File: src/rtl/ctms_pkg.sv
// Shared types, codes and calibration table for the moisture sensor.
package ctms_pkg;

    localparam int CAL_POINTS = 9;
    localparam int CNT_W      = 10;
    localparam int PCT_W      = 7;
    localparam int NUM_W      = PCT_W + CNT_W;
    localparam int Q_W        = 4;
    localparam int DSH_W      = 2;
    localparam int CFG_IDX_W  = 1;

    localparam logic [CNT_W-1:0] CAL_CNT [CAL_POINTS] =
        '{10'd1000, 10'd500, 10'd350, 10'd200, 10'd160, 10'd120, 10'd110, 10'd95, 10'd85};
    localparam logic [PCT_W-1:0] CAL_PCT [CAL_POINTS] =
        '{7'd0, 7'd12, 7'd25, 7'd37, 7'd50, 7'd63, 7'd75, 7'd88, 7'd100};

    localparam logic [1:0] PH_IDLE      = 2'd0;
    localparam logic [1:0] PH_DISCHARGE = 2'd1;
    localparam logic [1:0] PH_CHARGE    = 2'd2;
    localparam logic [1:0] PH_TRANSFER  = 2'd3;

    localparam logic [CFG_IDX_W-1:0] CFG_CYCLE_LIMIT     = 1'd0;
    localparam logic [CFG_IDX_W-1:0] CFG_DISCHARGE_TICKS = 1'd1;

    localparam logic [15:0] CYCLE_LIMIT_RST     = 16'd1000;
    localparam logic [15:0] DISCHARGE_TICKS_RST = 16'd10;

    typedef struct packed {
        logic             step;
        logic             seg;
        logic             div;
        logic [DSH_W-1:0] div_sh;
        logic             wb;
    } t_cmd;

    typedef struct packed {
        logic need_pct;
    } t_sts;

endpackage

File: src/rtl/ctms_ctrl.sv
// Handshake and percent-calculation controller.
module ctms_ctrl
    import ctms_pkg::*;
(
    input  logic i_clk,
    input  logic i_rst_n,
    input  logic i_in_valid,
    output logic o_in_ready,
    output logic o_out_valid,
    input  logic i_out_ready,
    input  t_sts i_sts,
    output t_cmd o_cmd
);

    localparam logic [1:0] ST_RUN = 2'd0;
    localparam logic [1:0] ST_SEG = 2'd1;
    localparam logic [1:0] ST_DIV = 2'd2;
    localparam logic [1:0] ST_WB  = 2'd3;

    logic [1:0]       r_state, n_state;
    logic [DSH_W-1:0] r_cnt, n_cnt;
    logic             r_out_valid, n_out_valid;
    logic             accept;

    assign o_in_ready  = (r_state == ST_RUN) && (!r_out_valid || i_out_ready);
    assign accept      = i_in_valid && o_in_ready;
    assign o_out_valid = r_out_valid;

    always_comb begin
        n_state      = r_state;
        n_cnt        = r_cnt;
        o_cmd        = '0;
        o_cmd.step   = accept;
        o_cmd.div_sh = r_cnt;
        unique case (r_state)
            ST_RUN: begin
                if (accept && i_sts.need_pct) n_state = ST_SEG;
            end
            ST_SEG: begin
                o_cmd.seg = 1'b1;
                n_cnt     = {DSH_W{1'b1}};
                n_state   = ST_DIV;
            end
            ST_DIV: begin
                o_cmd.div = 1'b1;
                if (r_cnt == '0) n_state = ST_WB;
                else n_cnt = r_cnt - 1'b1;
            end
            ST_WB: begin
                o_cmd.wb = 1'b1;
                n_state  = ST_RUN;
            end
            default: n_state = ST_RUN;
        endcase

        priority if ((accept && !i_sts.need_pct) || o_cmd.wb) begin
            n_out_valid = 1'b1;
        end else if (i_out_ready) begin
            n_out_valid = 1'b0;
        end else begin
            n_out_valid = r_out_valid;
        end
    end

    always_ff @(posedge i_clk) begin
        if (!i_rst_n) begin
            r_state     <= ST_RUN;
            r_cnt       <= '0;
            r_out_valid <= 1'b0;
        end else begin
            r_state     <= n_state;
            r_cnt       <= n_cnt;
            r_out_valid <= n_out_valid;
        end
    end

endmodule

File: src/rtl/ctms_dp.sv
// Sensor sequencer state, configuration and percent interpolation unit.
module ctms_dp
    import ctms_pkg::*;
(
    input  logic                 i_clk,
    input  logic                 i_rst_n,
    input  logic                 i_cfg_we,
    input  logic [CFG_IDX_W-1:0] i_cfg_idx,
    input  logic [15:0]          i_cfg_data,
    input  logic                 i_start_req,
    input  logic                 i_relative_mode,
    input  logic                 i_pin0_level,
    input  logic                 i_pin2_level,
    input  t_cmd                 i_cmd,
    output t_sts                 o_sts,
    output logic                 o_pin0_drive_enable,
    output logic                 o_pin0_drive_value,
    output logic                 o_pin2_drive_enable,
    output logic                 o_pin2_drive_value,
    output logic                 o_busy_res,
    output logic                 o_done_res,
    output logic [15:0]          o_reading
);

    logic [15:0]      r_limit, r_dticks;
    logic [1:0]       r_phase, n_phase;
    logic [15:0]      r_count, n_count;
    logic [15:0]      r_timer, n_timer;
    logic             r_rp, n_rp;
    logic [15:0]      r_last, n_last;
    logic             r_done, n_done;

    // percent unit
    logic [15:0]      r_pv;
    logic [NUM_W-1:0] r_rem;
    logic [CNT_W-1:0] r_den;
    logic [PCT_W-1:0] r_base;
    logic [Q_W-1:0]   r_q;

    logic [15:0]      c_inc, t_dec;
    logic             fin;
    logic [NUM_W-1:0] s_num;
    logic [CNT_W-1:0] s_den;
    logic [PCT_W-1:0] s_base;
    logic [NUM_W-1:0] d_shift;
    logic [PCT_W-1:0] wb_val;

    assign c_inc = (r_count != 16'hFFFF) ? r_count + 16'd1 : r_count;
    assign t_dec = (r_timer != 16'd0) ? r_timer - 16'd1 : r_timer;
    assign fin   = (c_inc >= r_limit) || i_pin2_level;

    assign o_sts.need_pct = (r_phase == PH_TRANSFER) && fin && r_rp;

    always_comb begin
        n_phase = r_phase;
        n_count = r_count;
        n_timer = r_timer;
        n_rp    = r_rp;
        n_last  = r_last;
        n_done  = r_done;
        wb_val  = r_base + PCT_W'(r_q);
        if (i_cmd.step) begin
            n_done = 1'b0;
            unique case (r_phase)
                PH_IDLE: begin
                    if (i_start_req) begin
                        n_rp    = i_relative_mode;
                        n_count = 16'd0;
                        n_timer = (r_dticks != 16'd0) ? r_dticks : 16'd1;
                        n_phase = PH_DISCHARGE;
                    end
                end
                PH_DISCHARGE: begin
                    n_timer = t_dec;
                    if (t_dec == 16'd0) n_phase = PH_CHARGE;
                end
                PH_CHARGE: begin
                    if (i_pin0_level) n_phase = PH_TRANSFER;
                end
                PH_TRANSFER: begin
                    n_count = c_inc;
                    if (fin) begin
                        if (!r_rp) n_last = c_inc;
                        n_phase = PH_IDLE;
                        n_done  = 1'b1;
                    end else begin
                        n_phase = PH_CHARGE;
                    end
                end
                default: n_phase = PH_IDLE;
            endcase
        end
        if (i_cmd.wb) n_last = 16'(wb_val);
    end

    // Segment lookup; outside the table the result clamps via a zero numerator.
    always_comb begin
        s_num  = '0;
        s_den  = CNT_W'(1);
        s_base = CAL_PCT[CAL_POINTS-1];
        if (r_pv >= 16'(CAL_CNT[0])) begin
            s_base = CAL_PCT[0];
        end else if (r_pv > 16'(CAL_CNT[CAL_POINTS-1])) begin
            for (int k = 0; k < CAL_POINTS - 1; k++) begin
                if (r_pv <= 16'(CAL_CNT[k]) && r_pv > 16'(CAL_CNT[k+1])) begin
                    s_base = CAL_PCT[k];
                    s_den  = CAL_CNT[k] - CAL_CNT[k+1];
                    s_num  = NUM_W'(CAL_PCT[k+1] - CAL_PCT[k])
                           * NUM_W'(CAL_CNT[k] - r_pv[CNT_W-1:0]);
                end
            end
        end
    end

    assign d_shift = NUM_W'(r_den) << i_cmd.div_sh;

    always_ff @(posedge i_clk) begin
        if (!i_rst_n) begin
            r_limit <= CYCLE_LIMIT_RST;
            r_dticks <= DISCHARGE_TICKS_RST;
            r_phase <= PH_IDLE;
            r_count <= '0;
            r_timer <= '0;
            r_rp    <= 1'b0;
            r_last  <= '0;
            r_done  <= 1'b0;
        end else begin
            if (i_cfg_we) begin
                unique case (i_cfg_idx)
                    CFG_CYCLE_LIMIT:     r_limit  <= i_cfg_data;
                    CFG_DISCHARGE_TICKS: r_dticks <= i_cfg_data;
                    default: ;
                endcase
            end
            r_phase <= n_phase;
            r_count <= n_count;
            r_timer <= n_timer;
            r_rp    <= n_rp;
            r_last  <= n_last;
            r_done  <= n_done;
        end
    end

    always_ff @(posedge i_clk) begin
        if (i_cmd.step) r_pv <= c_inc;
        if (i_cmd.seg) begin
            r_rem  <= s_num;
            r_den  <= s_den;
            r_base <= s_base;
            r_q    <= '0;
        end
        if (i_cmd.div && r_rem >= d_shift) begin
            r_rem              <= r_rem - d_shift;
            r_q[i_cmd.div_sh]  <= 1'b1;
        end
    end

    assign o_pin0_drive_enable = (r_phase == PH_DISCHARGE) || (r_phase == PH_TRANSFER);
    assign o_pin0_drive_value  = 1'b0;
    assign o_pin2_drive_enable = (r_phase == PH_DISCHARGE) || (r_phase == PH_CHARGE);
    assign o_pin2_drive_value  = (r_phase == PH_CHARGE);
    assign o_busy_res          = (r_phase != PH_IDLE);
    assign o_done_res          = r_done;
    assign o_reading           = r_last;

endmodule

File: src/rtl/charge_transfer_moisture_sensor.sv
// Charge-transfer moisture sensor: top level.
// Result: registered from the accepted request; a request that completes
//   a percentage reading first runs segment lookup, a 4-step divider and write-back.
// Throughput: one request per cycle; a percentage reading holds the input off
//   during its lookup, divide and write-back states; a stalled result, until taken.
// Reset: synchronous, active low; phase idle, reading 0, registers to defaults.
module charge_transfer_moisture_sensor
    import ctms_pkg::*;
(
    input  logic                 i_clk,
    input  logic                 i_rst_n,
    input  logic                 i_cfg_we,
    input  logic [CFG_IDX_W-1:0] i_cfg_idx,
    input  logic [15:0]          i_cfg_data,
    input  logic                 i_in_valid,
    output logic                 o_in_ready,
    input  logic                 i_start_req,
    input  logic                 i_relative_mode,
    input  logic                 i_pin0_level,
    input  logic                 i_pin2_level,
    output logic                 o_out_valid,
    input  logic                 i_out_ready,
    output logic                 o_pin0_drive_enable,
    output logic                 o_pin0_drive_value,
    output logic                 o_pin2_drive_enable,
    output logic                 o_pin2_drive_value,
    output logic                 o_busy_res,
    output logic                 o_done_res,
    output logic [15:0]          o_reading
);

    t_cmd cmd;
    t_sts sts;

    ctms_ctrl u_ctrl (
        .i_clk       (i_clk),
        .i_rst_n     (i_rst_n),
        .i_in_valid  (i_in_valid),
        .o_in_ready  (o_in_ready),
        .o_out_valid (o_out_valid),
        .i_out_ready (i_out_ready),
        .i_sts       (sts),
        .o_cmd       (cmd)
    );

    ctms_dp u_dp (
        .i_clk               (i_clk),
        .i_rst_n             (i_rst_n),
        .i_cfg_we            (i_cfg_we),
        .i_cfg_idx           (i_cfg_idx),
        .i_cfg_data          (i_cfg_data),
        .i_start_req         (i_start_req),
        .i_relative_mode     (i_relative_mode),
        .i_pin0_level        (i_pin0_level),
        .i_pin2_level        (i_pin2_level),
        .i_cmd               (cmd),
        .o_sts               (sts),
        .o_pin0_drive_enable (o_pin0_drive_enable),
        .o_pin0_drive_value  (o_pin0_drive_value),
        .o_pin2_drive_enable (o_pin2_drive_enable),
        .o_pin2_drive_value  (o_pin2_drive_value),
        .o_busy_res          (o_busy_res),
        .o_done_res          (o_done_res),
        .o_reading           (o_reading)
    );

endmodule

File: config.mk
export PLATFORM = sky130hd
export DESIGN_NAME = charge_transfer_moisture_sensor
export DESIGN_NICKNAME = d
export VERILOG_FILES = /design/src/rtl/ctms_pkg.sv /design/src/rtl/ctms_ctrl.sv /design/src/rtl/ctms_dp.sv /design/src/rtl/charge_transfer_moisture_sensor.sv
export SDC_FILE = /design/constraint.sdc
export NUM_CORES = 1
export LEC_CHECK = 0
export BUFFER_PORTS_ARGS = -buffer_cell sky130_fd_sc_hd__buf_2
export CAP_MARGIN = 20
export CORE_MARGIN = 3
export CORE_UTILIZATION = 30
export DETAILED_ROUTE_END_ITERATION = 10
export PLACE_DENSITY = 0.41
export SLEW_MARGIN = 5
export SYNTH_ARGS = -nofsm -noshare
export SYNTH_HDL_FRONTEND = slang
export SYNTH_SLANG_ARGS = --single-unit
File: constraint.sdc
create_clock -name i_clk -period 14 [get_ports i_clk]
set_clock_uncertainty 0.1 [all_clocks]
set_input_delay 0 -clock i_clk [delete_from_list [all_inputs] [get_ports i_clk]]
set_output_delay 0 -clock i_clk [all_outputs]
set_load 0.02 [all_outputs]
Word-level counts from Yosys, hierarchy flattened
Cells that the tools add are included.
- register bits: 142
- bits in latches: 0
- RAM bits: 0
- bits in read-only memories: 0
- input port bits: 26
- output and inout bits: 24
- logic and storage cells: 201
- memories kept: 0
- add/sub/neg operators: 13
- $mul: 8
- divide/modulo/power cells: 0
- order comparisons: 21
- eq/ne operators: 14
- shift-type cells: 1
- multiplexer cells: 62
- bitwise gates (word level): 5
- reduce and logical (&&, ||, !) cells: 54
- operator list (cell ; count):
    2-to-1 mux 17 bit ; 12
    2-to-1 mux 7 bit ; 14
    2-to-1 mux 16 bit ; 5
    multiplier 2 x 17 -> 15 bit (first input constant) ; 4
    multiplier 4 x 17 -> 17 bit (first input constant) ; 4
    greater-than comparator 16 x 7 -> 1 bit (second input constant) ; 4
    one-hot mux 16 bit (2 select lines) ; 2
    <= comparator 16 x 7 -> 1 bit (second input constant) ; 3
    subtractor 7 x 10 -> 11 bit (first input constant) ; 3
    greater-than comparator 16 x 8 -> 1 bit (second input constant) ; 2
    greater-than comparator 16 x 9 -> 1 bit (second input constant) ; 2
    <= comparator 16 x 8 -> 1 bit (second input constant) ; 2
    <= comparator 16 x 9 -> 1 bit (second input constant) ; 2
    nonzero test 16 bit ; 2
    subtractor 8 x 10 -> 11 bit (first input constant) ; 2
    subtractor 9 x 10 -> 11 bit (first input constant) ; 2
    2-to-1 mux 4 bit ; 5
    nonzero test 2 bit ; 9
    greater-or-equal comparator 17 bit ; 1
    << shifter 9 x 2 -> 17 bit ; 1
    subtractor 17 bit ; 1
    adder 16 x 1 -> 16 bit (second input constant) ; 1
    greater-or-equal comparator 16 x 10 -> 1 bit (second input constant) ; 1
    greater-or-equal comparator 16 bit ; 1
    other kinds (35) ; 93

Depth between registers and ports, before layout
- depth in word-level cells: 14
- depth in mapped cells: 23
- depth with buffers taken out: 21

Hierarchy
Synthesis repeated with hierarchy kept, for this count alone.
- cells, all modules: 1889
- area total of the unflattened synthesis: 15551.2 µm²
- modules (own cells, without submodules) (module ; times used ; cells each ; area each (µm²) ; sequential area each (µm²)):
    ctms_dp ; 1 ; 1848 ; 15190.8 ; 3143.0
    ctms_ctrl ; 1 ; 41 ; 360.3 ; 100.1

Worst setup path before layout
OpenSTA, ideal clock, no wires.
- path type: register to register
- start: register u_dp.r_pv[0]
- end: register u_dp.r_rem[15] (data pin)
- library setup time: 0.266 ns
- arrival: 4.516 ns
- required time: 13.634 ns
- path slack: 9.117 ns
- cell stages (with the launch flop): 19
- path buffers: 2
- clock period less this slack: 4.883 ns
- cell sequence: edfxtp_1 -> buf_2 -> inv_1 -> ha_1 -> buf_2 -> xor2_1 -> inv_1 -> ha_1 -> fa_1 -> ha_1 -> nor2b_1 -> o31a_1 -> o41ai_1 -> o211ai_1 -> o311ai_2 -> xnor2_1 -> a221oi_2 -> a2111oi_2 -> o31ai_1
- word-level cells in the longest chain between the ends: 14
- elaborated cells between the ends (all ways): 53
- classes of those cells: add/sub (8); mul (8); order compare (17); mux (12); reduce/logical (8)
- RTL lines (item ; RTL line ; source):
    start, declared ; ctms_dp.sv:34 ; logic [15:0] r_pv;
    start signal, assigned ; ctms_dp.sv:145 ; if (i_cmd.step) r_pv <= c_inc;
    subtractor 10 x 10 -> 11 bit (tied with other cells) ; ctms_dp.sv:109 ; * NUM_W'(CAL_CNT[k] - r_pv[CNT_W-1:0]);
    multiplier 2 x 17 -> 15 bit or logical AND 1 bit (tied branches) ; ctms_dp.sv:109, ctms_dp.sv:105 ;
    2-to-1 mux 17 bit (8 in a row) ; ctms_dp.sv:105 ; if (r_pv <= 16'(CAL_CNT[k]) && r_pv > 16'(CAL_CNT[k+1])) begin
    2-to-1 mux 17 bit ; ctms_dp.sv:103 ; end else if (r_pv > 16'(CAL_CNT[CAL_POINTS-1])) begin
    2-to-1 mux 17 bit * ; ctms_dp.sv:101 ; if (r_pv >= 16'(CAL_CNT[0])) begin
    2-to-1 mux 17 bit * ; ctms_dp.sv:146 ; if (i_cmd.seg) begin
    2-to-1 mux 17 bit * ; ctms_dp.sv:152 ; if (i_cmd.div && r_rem >= d_shift) begin
    end signal, assigned ; ctms_dp.sv:147 ; r_rem <= s_num;
    end signal, assigned ; ctms_dp.sv:153 ; r_rem <= r_rem - d_shift;
    end, declared ; ctms_dp.sv:35 ; logic [NUM_W-1:0] r_rem;
Every way passes the cells marked *; elsewhere a longest branch is shown, timed or not. The select of a mux whose other input is x is not followed.
A chain may end at the register's enable or synchronous reset.

Worst setup path after layout
- start: register u_dp.r_pv[3]
- end: register u_dp.r_rem[14] (data pin)
The elaborated chain is that of the path after synthesis.

==> impl_metrics.yaml <==
floorplanning:
  rows: 82
  die-area_um2: 53940
  die_h_um: 232.2
  coreArea_um2: 50380
  io_pins: 50
  die_w_um: 232.2
  start_util_pct: 30.48
clock_network:
  cts_buffers: 17
  cts_setup_buffers: 0
  cts_tree: "done"
  clkSinkCount: 139
  clk_latency_ns: 0.45
  post_cts_resized: 0
  clkTransAtPathRegs_ns: 0.08
  cts_buffer_depth: 2
  cts_hold_buf: 26
  cts-root-buf: "clkbuf_16"
  h-tree-depth: 4
routing:
  drc_errors: 0
  wl_per_cell_um: 20.31
  vias: 14052
  viasPerCell: 5.263
  ant_nets: 0
  initialDrtViolationCount: 1142
  wirelength_um: 54220
  drt-pass1-iter-count: 5
worst_setup_path:
  critical_path_required_ns: 14.08
  slowest_stage: "edfxtp_1"
  reg2reg_depth: 21
  ff2ff_setup_slack_ns: 7.95
  setup.worst_path.class: "flop to flop"
  worstSetupStartpoint: "u_dp.r_pv[3]"
  crit_path_end_kind: "flop"
  cp_max_fo: 11
  critPathLaunchType: "flop"
  crit_family: "compound AO/OA/AOI/OAI gates"
  crit_cells: 21
  worstPathCellList: "inv_1 > ha_1 > a21o_1 > nand2_1 > nand2_1 > xnor2_1 > inv_1 > ha_1 > inv_1 > fa_1 > inv_1 > ha_1 > nor3_1 > o211ai_1 > a41oi_1 > nand3b_1 > mux2i_1 > xnor2_1 > a221oi_1 > a2111oi_0 > o22ai_1"
  r2r-end: "u_dp.r_rem[14]"
  critPathBufInv: 4
  r2r_start: "u_dp.r_pv[3]"
  cpMostUsedCell: "inv_1"
  critPathArrivalTime_ns: 6.13
  crit_end: "u_dp.r_rem[14]"
  cpPeakStageDelay_ns: 0.62
final_layout:
  drive_above_1_share_pct: 7.762
  nets: 2247
  final_common_cell: "inv_1"
  area_delta_synth_final_pct: 11.96
  final_cell_mix: "212 x inv_1, 206 x nand2_1, 193 x ha_1"
  nFillCells: 5369
  fin_area_um2: 17190
place:
  pre_cts_ws_ns: 7.958
  globalplace.congestion: 0.8929
  port_buffers: 48
  dpl_cell_area_um2: 16330
  dp.final_hpwl_um: 43380
logic_synthesis:
  syn_area_um2: 15360
  ys_ff_latch: 139
  synth_seq_area_share_pct: 21.12
  synth_edf_count: 46
  synth_nets: 2201
  synth_flop_cell: "dfxtp_1"
  syn_avg_cell_area_um2: 7.924
  yosysUniqueCellTypes: 92
  async_reset_ff_share_pct: 0
  postSynthCellCount: 1938
  yosysWarnings: 0
timing:
  worst_slack_ns: 7.952
  setup_violations: 0
  finalHoldViolCount: 0
  finalHoldWorstSlack_ns: 0.06658
  rsz0062_at_grt: "no"
  period_needed_ns: 6.048
  worst_pin_slew_ns: 0.9648
  fmax_ghz: 0.1653
  slew_violations: 0
  fin_setup_tns_ns: 0
  slew_headroom_pct: 35.21
  period_share_pct: 43.20
power:
  p_sw_mw: 0.8718
  fin_total_pwr_mw: 1.957
  clkPwrFrac_pct: 23.5
  p_comb_share_pct: 53.7
  powerDensity_nw_per_um2: 113.8
  ir_worst_vdd_v: 0.00008937
  pwr-share-seq_pct: 22.8
  p_leak_nw: 7.318
  p_int_mw: 1.085
  p_sw_share_pct: 44.54
global_route:
  globalRouteOverflowTotal: 0
  grt.total_usage_pct: 19.99
  grt_max_degree: 37
  grt_pass1_wl_um: 82600
  grt_pass1_vias: 13479
  antenna_found_initial: 2
min_path:
  hp-class: "input port to flop"
run_status:
  status: "completed"
flow_run:
  cap_violations: 0
## layer usage
metal | part of all wire (%) | track usage [%] | wire length [um]
met1 | 50 | 29.68 | 26920
met2 | 43 | 29.61 | 23090
met3 | 5.8 | 3.876 | 3161
met4 | 1.9 | 4.570 | 1054
met5 | 0 | 0 | 0
## cell usage after synthesis (11+ instances only)
library cell	n	share of area, %
ha_1	193	16
a221oi_1	16	0.91
nand2_1	206	5.0
nand4_1	12	0.49
o211ai_1	15	0.73
o21a_1	15	0.73
o22ai_1	16	0.65
fa_1	44	5.7
xor2_1	42	2.4
a211oi_1	24	1.2
nand3_1	69	2.2
and2_1	12	0.49
xnor2_1	114	6.5
mux2i_1	13	0.85
and3_1	12	0.49
inv_1	212	5.2
nand2b_1	23	0.94
o21ai_0	86	2.8
a31oi_1	25	1.0
dfxtp_1	93	12
nor2_1	131	3.2
nor3_1	31	1.0
o21ai_1	18	0.59
o221ai_1	11	0.63
nor2b_1	22	0.90
a21o_1	33	1.6
a21oi_1	151	4.9
edfxtp_1	46	9.0
clkbuf_1	51	1.2
nor4_1	13	0.53
buf_2	12	0.39
## worst register-to-register path, stage by stage, from the launching register on
cell and delay, ns:
edfxtp_1 0.62, inv_1 0.30, ha_1 0.42, a21o_1 0.28
nand2_1 0.11, nand2_1 0.07, xnor2_1 0.34, inv_1 0.13
ha_1 0.30, inv_1 0.05, fa_1 0.50, inv_1 0.04
ha_1 0.23, nor3_1 0.20, o211ai_1 0.16, a41oi_1 0.31
nand3b_1 0.16, mux2i_1 0.09, xnor2_1 0.40, a221oi_1 0.25
a2111oi_0 0.56, o22ai_1 0.16
## registers in the layout (all words and copies together), names as in the netlist, 4 cells and up
register,flops
u_dp.r_dticks,16
u_dp.r_timer,16
u_dp.r_count,16
u_dp.o_reading,16
u_dp.r_pv,16
u_dp.r_limit,16
u_dp.r_den,6
u_dp.r_base,7
u_dp.r_rem,17
u_dp.r_q,4
## final cells by class
type	instances	area (um2)	share of cell area, %
Multi-Input combinational cell	1504	10990	63.93
Sequential cell	139	3243	18.86
Tap cell	672	840.8	4.890
Inverter	223	837.1	4.869
Timing Repair Buffer	99	688.2	4.003
Clock buffer	17	425.4	2.474
Clock inverter	15	165.2	0.9606
Antenna cell	1	2.502	0.01456
## how the worst min path moves through the flow
stage,endpoint,depth (start not counted),slack (ns),from
final,u_dp.r_limit[13],4,0.07,i_cfg_we
after global routing,u_dp.r_limit[10],5,0.09,i_cfg_we
after CTS,u_dp.r_limit[13],4,0.06,i_cfg_we
after detailed placement,u_dp.r_dticks[1],3,0.15,i_cfg_data[1]
after global placement,u_dp.r_dticks[1],3,0.14,i_cfg_data[1]
after floorplan,u_dp.r_dticks[1],2,0.02,i_cfg_data[1]
## through the flow
stage	cells	util, %
6_report	2670	34.13
5_1_grt	2670	34.13
4_1_cts	2668	34.11
3_5_place_dp	2610	32.42
3_3_place_gp	2610	32.42
2_1_floorplan	1938	-
## kinds of logic (layout without fill, tap and decap cells)
| kind of cell | Yosys count | after routing | synth area share (%) |
|---|---|---|---|
| simple gates | 573 | 573 | 17.58 |
| compound gates | 521 | 521 | 22.47 |
| buf+inv | 295 | 354 | 7.382 |
| fa+ha+maj | 237 | 237 | 21.46 |
| xor+xnor | 156 | 156 | 8.898 |
| flops | 139 | 139 | 21.12 |
| mux | 16 | 16 | 1.067 |
| other cells | 1 | 2 | 0.02442 |
## power groups by stage
stage / Sequential, mW / Combinational, mW / Clock [mW]
2_1_floorplan: 0.449 / 0.765 / 0
3_3_place_gp: 0.455 / 1.03 / 0
3_5_place_dp: 0.455 / 1.03 / 0
4_1_cts: 0.446 / 1.05 / 0.471
5_1_grt: 0.448 / 1.17 / 0.486
6_report: 0.446 / 1.05 / 0.461
Power figures use the tool's default switching activity.
